<file path="config.mk">
export PLATFORM = sky130hd
export DESIGN_NAME = door_open_close_controller_unit_flat
export DESIGN_NICKNAME = d
export VERILOG_FILES = /design/src/design/docc_pkg.sv /design/src/design/docc_if.sv /design/src/design/door_open_close_controller_unit.sv /design/src/flat_wrapper.sv
export SDC_FILE = /design/constraint.sdc
export NUM_CORES = 1
export LEC_CHECK = 0
export BUFFER_PORTS_ARGS = -buffer_cell sky130_fd_sc_hd__buf_2
export CORE_ASPECT_RATIO = 0.6
export CORE_MARGIN = 3
export CORE_UTILIZATION = 40
export DETAILED_ROUTE_END_ITERATION = 10
export PLACE_DENSITY = 0.73
export SYNTH_ARGS = -nofsm -noshare
export SYNTH_HDL_FRONTEND = slang
export SYNTH_SLANG_ARGS = --single-unit
export TNS_END_PERCENT = 5
</file>
<file path="constraint.sdc">
create_clock -name clk -period 2.8 [get_ports clk]
set_clock_uncertainty 0.1 [all_clocks]
set_input_delay 0.14 -clock clk [delete_from_list [all_inputs] [get_ports clk]]
set_output_delay 0.14 -clock clk [all_outputs]
set_load 0.005 [all_outputs]
</file>
<file path="src/design/docc_pkg.sv">
// Shared constants and types for the door open/close controller.
package docc_pkg;

  // Countdown width; loads from 16-bit fields saturate to this width.
  localparam int unsigned TIMER_W = 16;
  typedef logic [TIMER_W-1:0] timer_t;
  localparam timer_t TIMER_MAX = {TIMER_W{1'b1}};

  // Event opcodes.
  typedef enum logic [2:0] {
    OP_TICK   = 3'd0,
    OP_OPEN   = 3'd1,
    OP_CLOSE  = 3'd2,
    OP_LOCK   = 3'd3,
    OP_OBST   = 3'd4
  } opcode_t;

  // Codes reported for the state entered.
  localparam logic [2:0] EV_NONE    = 3'd0;
  localparam logic [2:0] EV_LOCKED  = 3'd1;
  localparam logic [2:0] EV_OPENED  = 3'd2;
  localparam logic [2:0] EV_CLOSING = 3'd3;
  localparam logic [2:0] EV_BLOCKED = 3'd4;

  // Config register indexes (byte address 4*i).
  localparam logic REG_CLOSING = 1'b0;
  localparam logic REG_BLOCKED = 1'b1;

  localparam logic [15:0] CLOSING_RESET = 16'd1200;
  localparam logic [15:0] BLOCKED_RESET = 16'd1000;

  // Saturating load of a 16-bit tick count into the countdown.
  function automatic timer_t sat_load(logic [15:0] n);
    logic [32:0] wide;
    wide = 33'(n);
    if (wide > 33'(TIMER_MAX)) begin
      return TIMER_MAX;
    end
    return timer_t'(wide);
  endfunction

endpackage

</file>
<file path="src/design/docc_if.sv">
// Event and result channel interfaces for the door open/close controller.
interface docc_req_if;
  logic        valid;
  logic        ready;
  logic [2:0]  opcode;
  logic [15:0] hold_ticks;
  logic        obstacle_value;

  modport source (output valid, output opcode, output hold_ticks, output obstacle_value,
                  input ready);
  modport sink   (input valid, input opcode, input hold_ticks, input obstacle_value,
                  output ready);
endinterface

interface docc_rsp_if;
  logic       valid;
  logic       ready;
  logic [1:0] door_state;
  logic [2:0] event_code;
  logic       close_failed;
  logic       obstacle_changed;
  logic       obstacle_now;

  modport source (output valid, output door_state, output event_code, output close_failed,
                  output obstacle_changed, output obstacle_now, input ready);
  modport sink   (input valid, input door_state, input event_code, input close_failed,
                  input obstacle_changed, input obstacle_now, output ready);
endinterface

</file>
<file path="src/design/door_open_close_controller_unit.sv">
// Door open/close controller top level: event decode, countdown and result register.
//
// Usage:
//   req  - one event per beat: tick, open request (with hold_ticks), close
//          request, lock, or obstacle update (with obstacle_value).
//   rsp  - exactly one result beat per event: state after the event, state
//          entered, close-failed flag and obstacle level/change flags.
//   APB  - closing_ticks at 0x0, blocked_ticks at 0x4 (low 16 bits of pwdata).
//          Write at psel & penable & pwrite; pready tied high, reads return
//          the register zero-extended.
// Each event's result is registered and shows on rsp in the cycle after its req beat.
// Throughput: one event per cycle while results are taken. The whole update is a single pass of
//   shallow logic from the accepted beat into the state and result registers;
//   the single result register is what paces the channel.
// Stall: req.ready stays high while the result register is empty or being
//   taken in the same cycle; a held result blocks only further events.
// Reset (rst, synchronous): door locked, no countdown, hold length and
//   obstacle level zero, registers back to 1200 and 1000, rsp empty.
module door_open_close_controller_unit
  import docc_pkg::*;
(
  input  logic         clk,
  input  logic         rst,
  docc_req_if.sink     req,
  docc_rsp_if.source   rsp,
  input  logic         psel,
  input  logic         penable,
  input  logic         pwrite,
  input  logic [2:0]   paddr,
  input  logic [31:0]  pwdata,
  output logic [31:0]  prdata,
  output logic         pready
);

  typedef enum logic [1:0] {
    ST_LOCKED  = 2'd0,
    ST_OPEN    = 2'd1,
    ST_CLOSING = 2'd2,
    ST_BLOCKED = 2'd3
  } state_t;

  // Config registers
  logic [15:0] closing_ticks;
  logic [15:0] blocked_ticks;

  // Door state
  state_t      state, state_next;
  timer_t      countdown, countdown_next;
  logic        timer_running, timer_running_next;
  logic [15:0] hold_length, hold_length_next;
  logic        obstacle_level, obstacle_level_next;

  // Result of the beat being taken
  logic [2:0]  ev;
  logic        failed;
  logic        changed;

  // Output register
  logic        rsp_valid;
  logic [1:0]  rsp_state;
  logic [2:0]  rsp_event;
  logic        rsp_failed;
  logic        rsp_changed;
  logic        rsp_obstacle;

  logic        req_fire;
  logic        cfg_write;

  assign pready    = 1'b1;
  assign cfg_write = psel & penable & pwrite;
  assign prdata    = (paddr[2] == REG_BLOCKED) ? {16'd0, blocked_ticks} : {16'd0, closing_ticks};

  always_ff @(posedge clk) begin
    if (rst) begin
      closing_ticks <= CLOSING_RESET;
      blocked_ticks <= BLOCKED_RESET;
    end else if (cfg_write) begin
      if (paddr[2] == REG_BLOCKED) begin
        blocked_ticks <= pwdata[15:0];
      end else begin
        closing_ticks <= pwdata[15:0];
      end
    end
  end

  // Free to take a beat unless a result is held and not being drained
  assign req.ready = !rsp_valid || rsp.ready;
  assign req_fire  = req.valid && req.ready;

  // Single-pass event update
  always_comb begin
    state_next          = state;
    countdown_next      = countdown;
    timer_running_next  = timer_running;
    hold_length_next    = hold_length;
    obstacle_level_next = obstacle_level;
    ev                  = EV_NONE;
    failed              = 1'b0;
    changed             = 1'b0;

    case (req.opcode)
      OP_TICK: begin
        if (timer_running) begin
          if (countdown <= timer_t'(1)) begin
            countdown_next     = '0;
            timer_running_next = 1'b0;
            case (state)
              ST_BLOCKED: begin
                state_next         = ST_OPEN;
                countdown_next     = sat_load(hold_length);
                timer_running_next = 1'b1;
                ev                 = EV_OPENED;
              end
              ST_OPEN, ST_CLOSING: begin
                if (obstacle_level) begin
                  state_next         = ST_BLOCKED;
                  countdown_next     = sat_load(blocked_ticks);
                  timer_running_next = 1'b1;
                  ev                 = EV_BLOCKED;
                  failed             = 1'b1;
                end else if (state == ST_OPEN) begin
                  state_next         = ST_CLOSING;
                  countdown_next     = sat_load(closing_ticks);
                  timer_running_next = 1'b1;
                  ev                 = EV_CLOSING;
                end else begin
                  state_next = ST_LOCKED;
                  ev         = EV_LOCKED;
                end
              end
              default: begin
              end
            endcase
          end else begin
            countdown_next = countdown - timer_t'(1);
          end
        end
      end
      OP_OPEN: begin
        // Always ends up open with the hold restarted; only an entry reports
        hold_length_next   = req.hold_ticks;
        state_next         = ST_OPEN;
        countdown_next     = sat_load(req.hold_ticks);
        timer_running_next = 1'b1;
        ev                 = (state == ST_OPEN) ? EV_NONE : EV_OPENED;
      end
      OP_CLOSE: begin
        if (state != ST_LOCKED) begin
          if (obstacle_level) begin
            failed = 1'b1;
            if (state == ST_BLOCKED) begin
              // already blocked: hold stops, door stays put
              timer_running_next = 1'b0;
            end else begin
              state_next         = ST_BLOCKED;
              countdown_next     = sat_load(blocked_ticks);
              timer_running_next = 1'b1;
              ev                 = EV_BLOCKED;
            end
          end else if (state != ST_CLOSING) begin
            state_next         = ST_CLOSING;
            countdown_next     = sat_load(closing_ticks);
            timer_running_next = 1'b1;
            ev                 = EV_CLOSING;
          end
        end
      end
      OP_LOCK: begin
        if (state != ST_LOCKED) begin
          state_next         = ST_LOCKED;
          countdown_next     = '0;
          timer_running_next = 1'b0;
          ev                 = EV_LOCKED;
        end
      end
      OP_OBST: begin
        if (req.obstacle_value != obstacle_level) begin
          obstacle_level_next = req.obstacle_value;
          changed             = 1'b1;
          if (state == ST_CLOSING && req.obstacle_value) begin
            state_next         = ST_BLOCKED;
            countdown_next     = sat_load(blocked_ticks);
            timer_running_next = 1'b1;
            ev                 = EV_BLOCKED;
            failed             = 1'b1;
          end
        end
      end
      default: begin
      end
    endcase
  end

  // State and result registers
  always_ff @(posedge clk) begin
    if (rst) begin
      state          <= ST_LOCKED;
      countdown      <= '0;
      timer_running  <= 1'b0;
      hold_length    <= '0;
      obstacle_level <= 1'b0;
      rsp_valid      <= 1'b0;
    end else begin
      if (req_fire) begin
        state          <= state_next;
        countdown      <= countdown_next;
        timer_running  <= timer_running_next;
        hold_length    <= hold_length_next;
        obstacle_level <= obstacle_level_next;
        rsp_valid      <= 1'b1;
      end else if (rsp.ready) begin
        rsp_valid <= 1'b0;
      end
    end
  end

  always_ff @(posedge clk) begin
    if (req_fire) begin
      rsp_state    <= state_next;
      rsp_event    <= ev;
      rsp_failed   <= failed;
      rsp_changed  <= changed;
      rsp_obstacle <= obstacle_level_next;
    end
  end

  assign rsp.valid            = rsp_valid;
  assign rsp.door_state       = rsp_state;
  assign rsp.event_code       = rsp_event;
  assign rsp.close_failed     = rsp_failed;
  assign rsp.obstacle_changed = rsp_changed;
  assign rsp.obstacle_now     = rsp_obstacle;

  // Locked door never has a countdown going
  a_locked_idle: assert property (@(posedge clk) disable iff (rst)
    state == ST_LOCKED |-> !timer_running)
    else $error("timer running while locked");

  // Open door always has its hold running
  a_open_timed: assert property (@(posedge clk) disable iff (rst)
    state == ST_OPEN |-> timer_running)
    else $error("open without hold timer");

  // Every accepted event leaves a result in the register
  a_result_follows: assert property (@(posedge clk) disable iff (rst)
    req_fire |=> rsp_valid)
    else $error("accepted event produced no result");

  // A refused close always leaves the door blocked
  a_fail_blocked: assert property (@(posedge clk) disable iff (rst)
    rsp_valid && rsp_failed |-> rsp_state == ST_BLOCKED)
    else $error("close_failed without blocked state");

  // An opened event reports the open state
  a_opened_state: assert property (@(posedge clk) disable iff (rst)
    rsp_valid && rsp_event == EV_OPENED |-> rsp_state == ST_OPEN)
    else $error("opened event with wrong state");

endmodule

</file>
<file path="src/flat_wrapper.sv">
// flat-port wrapper written by rule: the top's interface ports become plain ports
module door_open_close_controller_unit_flat import docc_pkg::*;
  (clk, rst, psel, penable, pwrite, paddr, pwdata, prdata, pready, req_valid, req_opcode, req_hold_ticks, req_obstacle_value, req_ready, rsp_valid, rsp_door_state, rsp_event_code, rsp_close_failed, rsp_obstacle_changed, rsp_obstacle_now, rsp_ready);
  docc_req_if req_i ();
  docc_rsp_if rsp_i ();
  input  logic clk;
  input  logic rst;
  input  logic psel;
  input  logic penable;
  input  logic pwrite;
  input  logic [2:0] paddr;
  input  logic [31:0] pwdata;
  output logic [31:0] prdata;
  output logic pready;
  input wire logic [$bits(req_i.valid)-1:0] req_valid;
  input wire logic [$bits(req_i.opcode)-1:0] req_opcode;
  input wire logic [$bits(req_i.hold_ticks)-1:0] req_hold_ticks;
  input wire logic [$bits(req_i.obstacle_value)-1:0] req_obstacle_value;
  output wire logic [$bits(req_i.ready)-1:0] req_ready;
  output wire logic [$bits(rsp_i.valid)-1:0] rsp_valid;
  output wire logic [$bits(rsp_i.door_state)-1:0] rsp_door_state;
  output wire logic [$bits(rsp_i.event_code)-1:0] rsp_event_code;
  output wire logic [$bits(rsp_i.close_failed)-1:0] rsp_close_failed;
  output wire logic [$bits(rsp_i.obstacle_changed)-1:0] rsp_obstacle_changed;
  output wire logic [$bits(rsp_i.obstacle_now)-1:0] rsp_obstacle_now;
  input wire logic [$bits(rsp_i.ready)-1:0] rsp_ready;
  assign req_i.valid = req_valid;
  assign req_i.opcode = req_opcode;
  assign req_i.hold_ticks = req_hold_ticks;
  assign req_i.obstacle_value = req_obstacle_value;
  assign req_ready = req_i.ready;
  assign rsp_valid = rsp_i.valid;
  assign rsp_door_state = rsp_i.door_state;
  assign rsp_event_code = rsp_i.event_code;
  assign rsp_close_failed = rsp_i.close_failed;
  assign rsp_obstacle_changed = rsp_i.obstacle_changed;
  assign rsp_obstacle_now = rsp_i.obstacle_now;
  assign rsp_i.ready = rsp_ready;
  door_open_close_controller_unit u_core (.clk(clk), .rst(rst), .req(req_i), .rsp(rsp_i), .psel(psel), .penable(penable), .pwrite(pwrite), .paddr(paddr), .pwdata(pwdata), .prdata(prdata), .pready(pready));
endmodule
</file>
==> results.tsv, run 1 <==
stage	metric	value	unit
outcome	status	completed	
setup_path	rr_worst_depth	8	
placed_design	placed_cells	815	
setup_path	critPathLaunchType	flip-flop	
global_route	gr-total-overflow	0	
layout	nets	767	
global_route	antenna_found_initial	0	
timing	period_share	94.7	%
layout	diodes	0	
placed_design	hpwlAfterDp	10900	um
power	p_per_area	548	mW/mm2
layout	seq_area	0.00162	mm2
global_route	grt_pass1_vias	4738	
floorplan	die_w	148	um
timing	worst_pin_slew	0.777	ns
placed_design	gp_congestion	0.905	
synthesis	ys_ff_latch	77	
timing	rsz0062_at_grt	false	
setup_path	startpoint	u_core.state[0]	
drt	wl_per_cell	17.6	um
global_route	grt_first_pass_wirelength	24300	um
synthesis	synthTopCellsByCount	nand2_1, dfxtp_1, a21oi_1, nor2_1, clkbuf_1	
drt	drt_iter0_drc	456	
layout	multiInputGateArea	0.00291	mm2
timing	period_minus_slack	2.65	ns
clock_tree	cts_tree	built	
clock_tree	clock_path_buffers	2	
drt	num_vias	4999	
clock_tree	clk_pin_slew	0.06	ns
drt	drtPass1Iterations	5	
timing	finalHoldViolCount	0	
synthesis	synthCells	614	
floorplan	initial_core_util	42.0	%
synthesis	synth.area.top_cells	dfxtp_1, mux2i_1, nand2_1	
layout	drive_above_1_share	18.5	%
setup_path	worstReg2RegStart	u_core.state[0]	
setup_path	rrSetupSlack	0.15	ns
synthesis	synth-edff-count	8	
clock_tree	cts_sinks	77	
job	maxCapViolCount	0	
floorplan	core_area	0.0116	mm2
layout	final_util	51.6	%
power	vdd_drop_max	0.329	mV
drt	finalWirelength	15200	um
floorplan	die_h	91.4	um
drt	via_per_inst	5.79	
synthesis	ys_warn_count	0	
timing	maxClockFrequency	377	MHz
timing	hold_ws	0.0527	ns
clock_tree	clock_latency	0.35	ns
setup_path	worstReg2RegEnd	u_core.countdown[5]	
layout	fin_cells	864	
clock_tree	cts_root_buffer	clkbuf_16	
floorplan	die-area	0.0136	mm2
layout	area_growth	22.7	%
global_route	grt_max_degree	44	
clock_tree	post_cts_buffers	0	
global_route	grt_usage	22.1	%
setup_path	critPathMaxFanout	11	
floorplan	io_pins	105	
timing	finalMaxSlewViolations	0	
setup_path	crit_required	2.92	ns
synthesis	synth_largest_area_cell	dfxtp_1	
floorplan	num_rows	30	
synthesis	synth_area	0.00486	mm2
synthesis	synth_top_area_share	28.4	%
clock_tree	cts_max_level	3	
placed_design	port_buffers	69	
synthesis	ys_types	66	
setup_path	crit_type	flip-flop to flip-flop	
timing	setup_viol	0	
synthesis	synth-async-reset-ratio	0	%
timing	fin_tns_setup	0	ns
synthesis	seq_area_frac_synth	33.4	%
drt	detail-route-antenna-nets	0	
synthesis	synth_flop_cell	dfxtp_1	
setup_path	worstPathArrival	2.78	ns
synthesis	synth.avg_cell_area	7.91	um2
power	p_leak	2.43	nW
layout	fillers	1141	
setup_path	critPathCaptureType	flip-flop	
setup_path	crit_end	u_core.countdown[5]	
drt	drc	0	
timing	max_slew_margin	48.1	%
worst_hold_path	min_path_type	input port to flip-flop	
synthesis	yosysMostFrequentCell	nand2_1	
clock_tree	cts_made_buffers	9	
==> final cells by class <==
class	count	share of cell area (%)
Sequential cell	77	27.2
Clock buffer	12	4.14
Clock inverter	4	0.819
Multi-Input combinational cell	473	48.9
Inverter	14	0.882
Timing Repair Buffer	124	14.7
Tap cell	160	3.36
==> through the flow <==
| stage | worst slack, ns | power [mW] | instance area, um2 |
|---|---|---|---|
| after floorplan | 0.471 | 1.80 | 4920 |
| after global placement | 0.262 | 2.02 | 5330 |
| after detailed placement | 0.166 | 2.04 | 5330 |
| after CTS | 0.114 | 3.25 | 5960 |
| after global routing | 0.0381 | 3.40 | 5960 |
| final | 0.149 | 3.27 | 5960 |
==> cell usage in the layout (no fill, tap or decap), types with 7 or more instances in the layout <==
cell | synthesis | final
a21oi_1 | 56 | 56
a22o_1 | 7 | 7
buf_2 | 6 | 69
buf_4 | 17 | 19
clkbuf_16 | 0 | 9
conb_1 | 2 | 17
dfxtp_1 | 69 | 69
dlygate4sd3_1 | 0 | 33
edfxtp_1 | 8 | 8
inv_1 | 14 | 14
mux2_2 | 17 | 17
mux2i_1 | 33 | 33
nand2_1 | 84 | 84
nand2b_1 | 19 | 19
nand3_1 | 16 | 16
nor2_1 | 52 | 52
nor3_1 | 17 | 17
nor4_1 | 7 | 7
o21ai_0 | 25 | 25
o21ai_1 | 7 | 7
o41ai_1 | 7 | 7
==> repair_timing <==
action	in CTS	in global routing
endpoints found under the setup margin	0	1
hold buffers	33	0
hold endpoints to repair	49	0
resized for setup	0	1
==> cell families after synthesis <==
kind of cell             synth area share, %
AND/OR/NAND/NOR                         22.7
AO/OA/AOI/OAI                           22.8
buffers and inverters                   7.88
XOR/XNOR                               0.901
other                                  0.155
flip-flops                              33.4
multiplexers                            10.7
adder cells (fa/ha/maj)                 1.54
==> power breakdown <==
part           internal, mW  total [mW]  switching (mW)
Combinational         0.354       0.868           0.514
Clock                 0.714        1.18           0.467
Sequential             1.16        1.22          0.0543
Total                  2.23        3.27            1.04
==> flip-flops by register name, indices dropped and copies added, names as in the netlist, 2 cells and up <==
signal / count
u_core.state: 2
u_core.rsp.door_state: 2
u_core.hold_length: 16
u_core.countdown: 16
u_core.rsp.event_code: 3
u_core.closing_ticks: 16
u_core.blocked_ticks: 16
==> worst min path at each step <==
stage | from | to | slack [ns] | depth (start not counted)
CTS | rsp_ready | u_core.rsp.valid | 0.05 | 3
floorplan | pwdata[3] | u_core.blocked_ticks[3] | 0.16 | 2
detailed placement | pwdata[5] | u_core.blocked_ticks[5] | 0.27 | 3
global route | rsp_ready | u_core.rsp.valid | 0.09 | 3
finish | rsp_ready | u_core.rsp.valid | 0.05 | 3
global placement | pwdata[3] | u_core.blocked_ticks[3] | 0.27 | 3
==> critical path: stages (launching register included) <==
cell and delay, ns:
dfxtp_1 0.48, inv_1 0.14, ha_1 0.37, o21ai_1 0.21, buf_4 0.26, o32ai_1 0.10
a2111oi_1 0.49, nor3_1 0.10, a211o_1 0.27
==> metal layers <==
| metal | global-route usage (%) | vias up | share of wire, % |
|---|---|---|---|
| met5 | 0 | - | 0 |
| met4 | 5.69 | 0 | 0.98 |
| met3 | 5.59 | 18 | 8.3 |
| met2 | 33.2 | 250 | 44 |
| met1 | 31.5 | 2372 | 46 |
| li1 | - | 2359 | - |
(Power assumes the default switching activity.)
==> run 2, diff against run 1 <==
--- a/config.mk
+++ b/config.mk
@@ -11,6 +11,7 @@
 export CORE_UTILIZATION = 40
 export DETAILED_ROUTE_END_ITERATION = 10
 export PLACE_DENSITY = 0.73
+export SETUP_SLACK_MARGIN = 0.3
 export SYNTH_ARGS = -nofsm -noshare
 export SYNTH_HDL_FRONTEND = slang
 export SYNTH_SLANG_ARGS = --single-unit
==> run 2 against run 1 <==
- fmax up 4.9%
- die area unchanged
- sequential share of layout area down 0.098 points
- hold slack better by 0.011 ns
- combinational power up 1%
- via count up 0.10%
- global-route usage about the same
- design area up 0.44%
- register-to-register slack better by 0.12 ns
- power up 0.10%
- clock power about the same
- routed wire length about the same
==> results.tsv, run 2 (synthesis gave the netlist of run 1 again) <==
stage	metric	value	unit
clock_tree	clk_pin_slew	0.06	ns
setup_path	crit_type	flip-flop to flip-flop	
floorplan	core_area	0.0116	mm2
clock_tree	cts_made_buffers	9	
setup_path	crit_required	2.94	ns
placed_design	hpwlAfterDp	10900	um
setup_path	slowest_stage	or4_1	
drt	finalWirelength	15300	um
setup_path	critPathLaunchType	flip-flop	
timing	finalHoldViolCount	0	
setup_path	worstPathArrival	2.66	ns
layout	area_growth	23.2	%
floorplan	die-area	0.0136	mm2
clock_tree	clock_path_buffers	2	
setup_path	rr_worst_depth	6	
layout	final_common_cell	nand2_1	
global_route	grt_pass1_vias	4737	
global_route	gr-total-overflow	0	
setup_path	critPathMaxFanout	12	
layout	layout_common_cells	nand2_1, buf_2, dfxtp_1	
layout	fin_cells	865	
setup_path	worstReg2RegEnd	u_core.countdown[13]	
timing	maxClockFrequency	396	MHz
layout	diodes	0	
placed_design	port_buffers	69	
drt	via_per_inst	5.78	
setup_path	startpoint	u_core.countdown[2]	
power	vdd_drop_max	0.330	mV
clock_tree	cts_max_level	3	
drt	detail-route-antenna-nets	0	
floorplan	die_h	91.4	um
setup_path	cp_cell_sequence	or4_1 -> or2_1 -> buf_4 -> nor3_2 -> a211oi_1 -> o41ai_1	
setup_path	path_delay_family	simple AND/OR/NAND/NOR gates	
setup_path	worstReg2RegStart	u_core.countdown[2]	
setup_path	crit_end	u_core.countdown[13]	
clock_tree	clock_latency	0.34	ns
layout	drive_above_1_share	19.1	%
placed_design	place_ws	0.166	ns
timing	setup_viol	0	
layout	nets	768	
timing	fin_tns_setup	0	ns
drt	drt_iter0_drc	439	
global_route	grt_usage	22.1	%
placed_design	gp_congestion	0.905	
floorplan	num_rows	30	
clock_tree	cts_tree	built	
floorplan	io_pins	105	
timing	worst_pin_slew	0.773	ns
setup_path	rrSetupSlack	0.27	ns
setup_path	crit_cells	6	
global_route	grt_max_degree	44	
timing	setup_ws	0.272	ns
floorplan	initial_core_util	42.0	%
clock_tree	cts_sinks	77	
outcome	status	completed	
clock_tree	cts_root_buffer	clkbuf_16	
timing	hold_ws	0.0634	ns
job	maxCapViolCount	0	
placed_design	placed_cells	815	
setup_path	critPathCaptureType	flip-flop	
floorplan	die_w	148	um
power	p_leak	2.44	nW
setup_path	critical_path_buf_inv_count	1	
drt	wl_per_cell	17.6	um
setup_path	max_stage_delay	0.61	ns
global_route	grt_first_pass_wirelength	24300	um
drt	num_vias	5004	
worst_hold_path	min_path_type	input port to flip-flop	
power	p_per_area	546	mW/mm2
timing	max_slew_margin	48.3	%
timing	period_share	90.3	%
global_route	antenna_found_initial	0	
drt	drc	0	
timing	finalMaxSlewViolations	0	
timing	rsz0062_at_grt	true	
drt	drtPass1Iterations	5	
timing	period_minus_slack	2.53	ns
-- run 2: per-stage QoR --
step / utilization [%] / total power [mW] / cell area (um2)
floorplan: - / 1.80 / 4920
global placement: 46.1 / 2.02 / 5330
detailed placement: 46.1 / 2.04 / 5330
CTS: 51.6 / 3.26 / 5970
global route: 51.8 / 3.41 / 5990
finish: 51.8 / 3.27 / 5990
-- run 2: cell type report --
cell class,count,area (um2)
inverters,14,52.6
well taps,160,200
clock buffers,12,246
clock inverters,4,48.8
flip-flops and latches,77,1620
repair buffers,125,886
fillers,1140,5570
multi-input cells,473,2930
-- run 2: routing by layer --
layer | up-vias | wire length, um | GRT usage (%)
met2 | 269 | 6700 | 33.2
li1 | 2359 | - | -
met5 | - | 0 | 0
met1 | 2346 | 6870 | 31.5
met3 | 30 | 1470 | 5.59
met4 | 0 | 214 | 5.69
-- run 2: worst min path at each step --
stage,from,end,slack [ns],depth (start not counted)
3_3_place_gp,pwdata[3],u_core.blocked_ticks[3],0.27,3
4_1_cts,rsp_ready,u_core.rsp.valid,0.05,3
2_1_floorplan,pwdata[3],u_core.blocked_ticks[3],0.16,2
3_5_place_dp,pwdata[5],u_core.blocked_ticks[5],0.27,3
5_1_grt,rsp_ready,u_core.rsp.valid,0.09,3
6_report,rsp_ready,u_core.rsp.valid,0.06,3
-- run 2: worst min-delay path: stages --
cell      delay [ns]
buf_2           0.07
nand2b_1        0.16
a21oi_1         0.09
-- run 2: power breakdown --
part	internal [mW]	switching (mW)	total, mW
clock	0.714	0.460	1.17
sequential	1.17	0.0543	1.22
combinational	0.358	0.521	0.879
total	2.24	1.03	3.27
-- run 2: what timing repair did --
action / in CTS / in global routing
hold buffers: 33 / 0
hold endpoints to repair: 49 / 0
resized for setup: 3 / 2
setup endpoints to repair: 9 / 20
pin swaps: 0 / 1
setup buffers: 0 / 1
==> run 3, diff against run 2 <==
--- a/config.mk
+++ b/config.mk
@@ -5,8 +5,9 @@
 export SDC_FILE = /design/constraint.sdc
 export NUM_CORES = 1
 export LEC_CHECK = 0
+export ABC_AREA = 1
 export BUFFER_PORTS_ARGS = -buffer_cell sky130_fd_sc_hd__buf_2
-export CORE_ASPECT_RATIO = 0.6
+export CORE_ASPECT_RATIO = 1.75
 export CORE_MARGIN = 3
 export CORE_UTILIZATION = 40
 export DETAILED_ROUTE_END_ITERATION = 10
@@ -15,4 +16,4 @@
 export SYNTH_ARGS = -nofsm -noshare
 export SYNTH_HDL_FRONTEND = slang
 export SYNTH_SLANG_ARGS = --single-unit
-export TNS_END_PERCENT = 5
+export TNS_END_PERCENT = 30
==> run 3 against run 2 <==
- largest power group unchanged
- synthesized cell count grew 28%
- die area is 0.16% lower
- fmax grew 11%
- cell count is 17% higher
- combinational power down 3.9%
- power increased by 0.14%
- hold slack got worse by 0.050 ns
- first-iteration DRC count shrank 3.2%
- largest cell class unchanged
- register-to-register slack better by 0.26 ns
- critical path type unchanged
- non-clock buffer count fell by 13
- area after synthesis shrank 0.23%
==> results.tsv, run 3 <==
stage	metric	value	unit
synthesis	synth_area	0.00485	mm2
drt	drt_iter0_drc	425	
power	p_comb_share	25.8	%
power	p_sw	1.06	mW
drt	finalWirelength	13600	um
drt	num_vias	5131	
timing	period_minus_slack	2.27	ns
power	swShare	32.4	%
synthesis	yosysMostFrequentCell	nand2_1	
global_route	grt_first_pass_wirelength	22400	um
timing	rsz0062_at_grt	false	
synthesis	synth_simple_gate_area_share	37.2	%
power	p_leak	2.66	nW
synthesis	synth_flop_cell	dfxtp_1	
floorplan	initial_core_util	41.4	%
clock_tree	cts_made_buffers	9	
setup_path	worstPathArrival	2.44	ns
timing	setup_viol	0	
timing	setup_ws	0.533	ns
outcome	status	completed	
clock_tree	cts_sinks	77	
worst_hold_path	whs_path_depth	4	
layout	seq_area	0.00162	mm2
layout	final_common_cell	nand2_1	
floorplan	die_h	152	um
synthesis	synthMuxAreaShare	0	%
synthesis	synth_top_family_by_area	simple AND/OR/NAND/NOR gates	
synthesis	synthXorXnorAreaFrac	0.723	%
drt	via_per_inst	5.08	
worst_hold_path	min_path_type	input port to flip-flop	
drt	drc	0	
setup_path	critPathLaunchType	flip-flop	
global_route	grt_pass1_vias	4875	
setup_path	critPathCaptureType	flip-flop	
synthesis	ys_types	31	
synthesis	synth_top_area_share	28.5	%
timing	worst_pin_slew	0.820	ns
timing	period_share	81.0	%
global_route	gr-total-overflow	0	
floorplan	io_pins	105	
layout	multiInputGateArea	0.00276	mm2
clock_tree	clk_pin_slew	0.06	ns
power	vdd_drop_max	0.355	mV
setup_path	rr_worst_depth	9	
global_route	antenna_found_initial	0	
job	maxCapViolCount	0	
placed_design	gp_congestion	0.911	
synthesis	synth_compound_area_share	16.2	%
synthesis	synth_largest_area_cell	dfxtp_1	
power	pwr-share-seq	37.1	%
placed_design	place_ws	0.494	ns
synthesis	synthCells	785	
timing	finalHoldViolCount	0	
setup_path	crit_type	flip-flop to flip-flop	
layout	layout_common_cells	nand2_1, nor2_1, o21ai_0	
drt	drtPass1Iterations	5	
power	pwr-share-clk	37.1	%
synthesis	synth.area.top_cells	dfxtp_1, nand2_1, o21ai_0	
clock_tree	cts_tree	built	
layout	area_growth	20.4	%
clock_tree	cts_max_level	3	
clock_tree	post_cts_buffers	0	
synthesis	yosys.area_share.adder	1.55	%
synthesis	synth-edff-count	8	
placed_design	placed_cells	963	
floorplan	die-area	0.0135	mm2
layout	diodes	0	
synthesis	ys_ff_latch	77	
synthesis	seq_area_frac_synth	33.4	%
power	power.internal	2.21	mW
timing	max_slew_margin	45.3	%
synthesis	synth-async-reset-ratio	0	%
clock_tree	clock_latency	0.34	ns
setup_path	critPathMaxFanout	31	
drt	detail-route-antenna-nets	0	
timing	fin_tns_setup	0	ns
placed_design	hpwlAfterDp	9920	um
global_route	grt_max_degree	40	
timing	maxClockFrequency	441	MHz
floorplan	num_rows	52	
layout	nets	939	
layout	fillers	1197	
placed_design	port_buffers	69	
global_route	grt_usage	20.8	%
synthesis	ys_warn_count	0	
synthesis	synth.avg_cell_area	6.18	um2
timing	finalMaxSlewViolations	0	
floorplan	core_area	0.0117	mm2
layout	drive_above_1_share	13.5	%
setup_path	crit_required	2.97	ns
synthesis	synthTopCellsByCount	nand2_1, nor2_1, o21ai_0, dfxtp_1, a21oi_1	
drt	wl_per_cell	13.4	um
floorplan	die_w	89.2	um
power	p_per_area	561	mW/mm2
clock_tree	clock_path_buffers	2	
layout	fin_cells	1011	
clock_tree	cts_root_buffer	clkbuf_16	
run 3: cell count changes after synthesis, moves of 33 or more:
cell     before  now
nand3_1      16   58
mux2i_1      33    0
inv_1        14   56
o21ai_0      25   73
nand2_1      84  262
nor2_1       52   89
run 3: final cells by class:
cell class              instances  share of cell area (%)
multi-input cells             612                    47.4
flip-flops and latches         77                    27.8
repair buffers                112                    12.8
clock buffers                  11                    4.35
inverters                      59                    3.80
well taps                     135                    2.89
clock inverters                 5                   0.986
run 3: path summary, 6_finish.rpt:
path	slack, ns	from	to
worst max-delay path	0.53	u_core.state[1]	u_core.countdown[12]
worst min-delay path	0.01	rsp_ready	u_core.rsp.valid
worst max register to register	0.53	u_core.state[1]	u_core.countdown[12]
worst min register to register	0.36	u_core.hold_length[5]	u_core.hold_length[5]
run 3: worst max-delay path: stages, from the launching register on:
cell	delay [ns]
dfxtp_1	0.43
inv_1	0.16
ha_1	0.31
nand2_1	0.15
nand2_1	0.08
nor2_2	0.14
nand2_2	0.37
nor2_1	0.26
nand2_1	0.08
a21oi_1	0.11
run 3: per-layer routing:
metal / track usage, % / wire [um] / up-vias
met2: 37.9 / 7170 / 129
met1: 23.2 / 5500 / 2305
met5: 0 / 0 / -
met3: 2.06 / 445 / 36
met4: 10.3 / 474 / 0
li1: - / - / 2661
run 3: cell families after synthesis:
family,count (synthesis)
other,2
DFF,77
buffers and inverters,111
adders and majority gates,6
and+or+nand+nor,436
xor gates and xnor gates,4
AOI/OAI and AO/OA,149
run 3: metrics by stage:
stage	hold slack (ns)	instance area, um2	utilization, %	power [mW]
after detailed placement	0.269	5200	44.4	2.04
after global routing	0.0636	5840	49.8	3.45
after CTS	0.0202	5830	49.8	3.28
after global placement	0.265	5200	44.4	2.03
final	0.0130	5840	49.8	3.28
after floorplan	0.166	4900	-	1.84
run 3: power groups by stage:
stage / Combinational, mW / Clock [mW] / Sequential [mW]
floorplan: 0.619 / 0 / 1.23
global placement: 0.794 / 0 / 1.24
detailed placement: 0.801 / 0 / 1.24
CTS: 0.841 / 1.22 / 1.21
global route: 0.958 / 1.27 / 1.22
finish: 0.845 / 1.22 / 1.22
run 3: repair_timing:
action                                  4_1_cts  5_1_grt
endpoints found under the setup margin        0        3
resized for setup                             0        1
hold buffers                                 32        0
hold endpoints to repair                     40        0
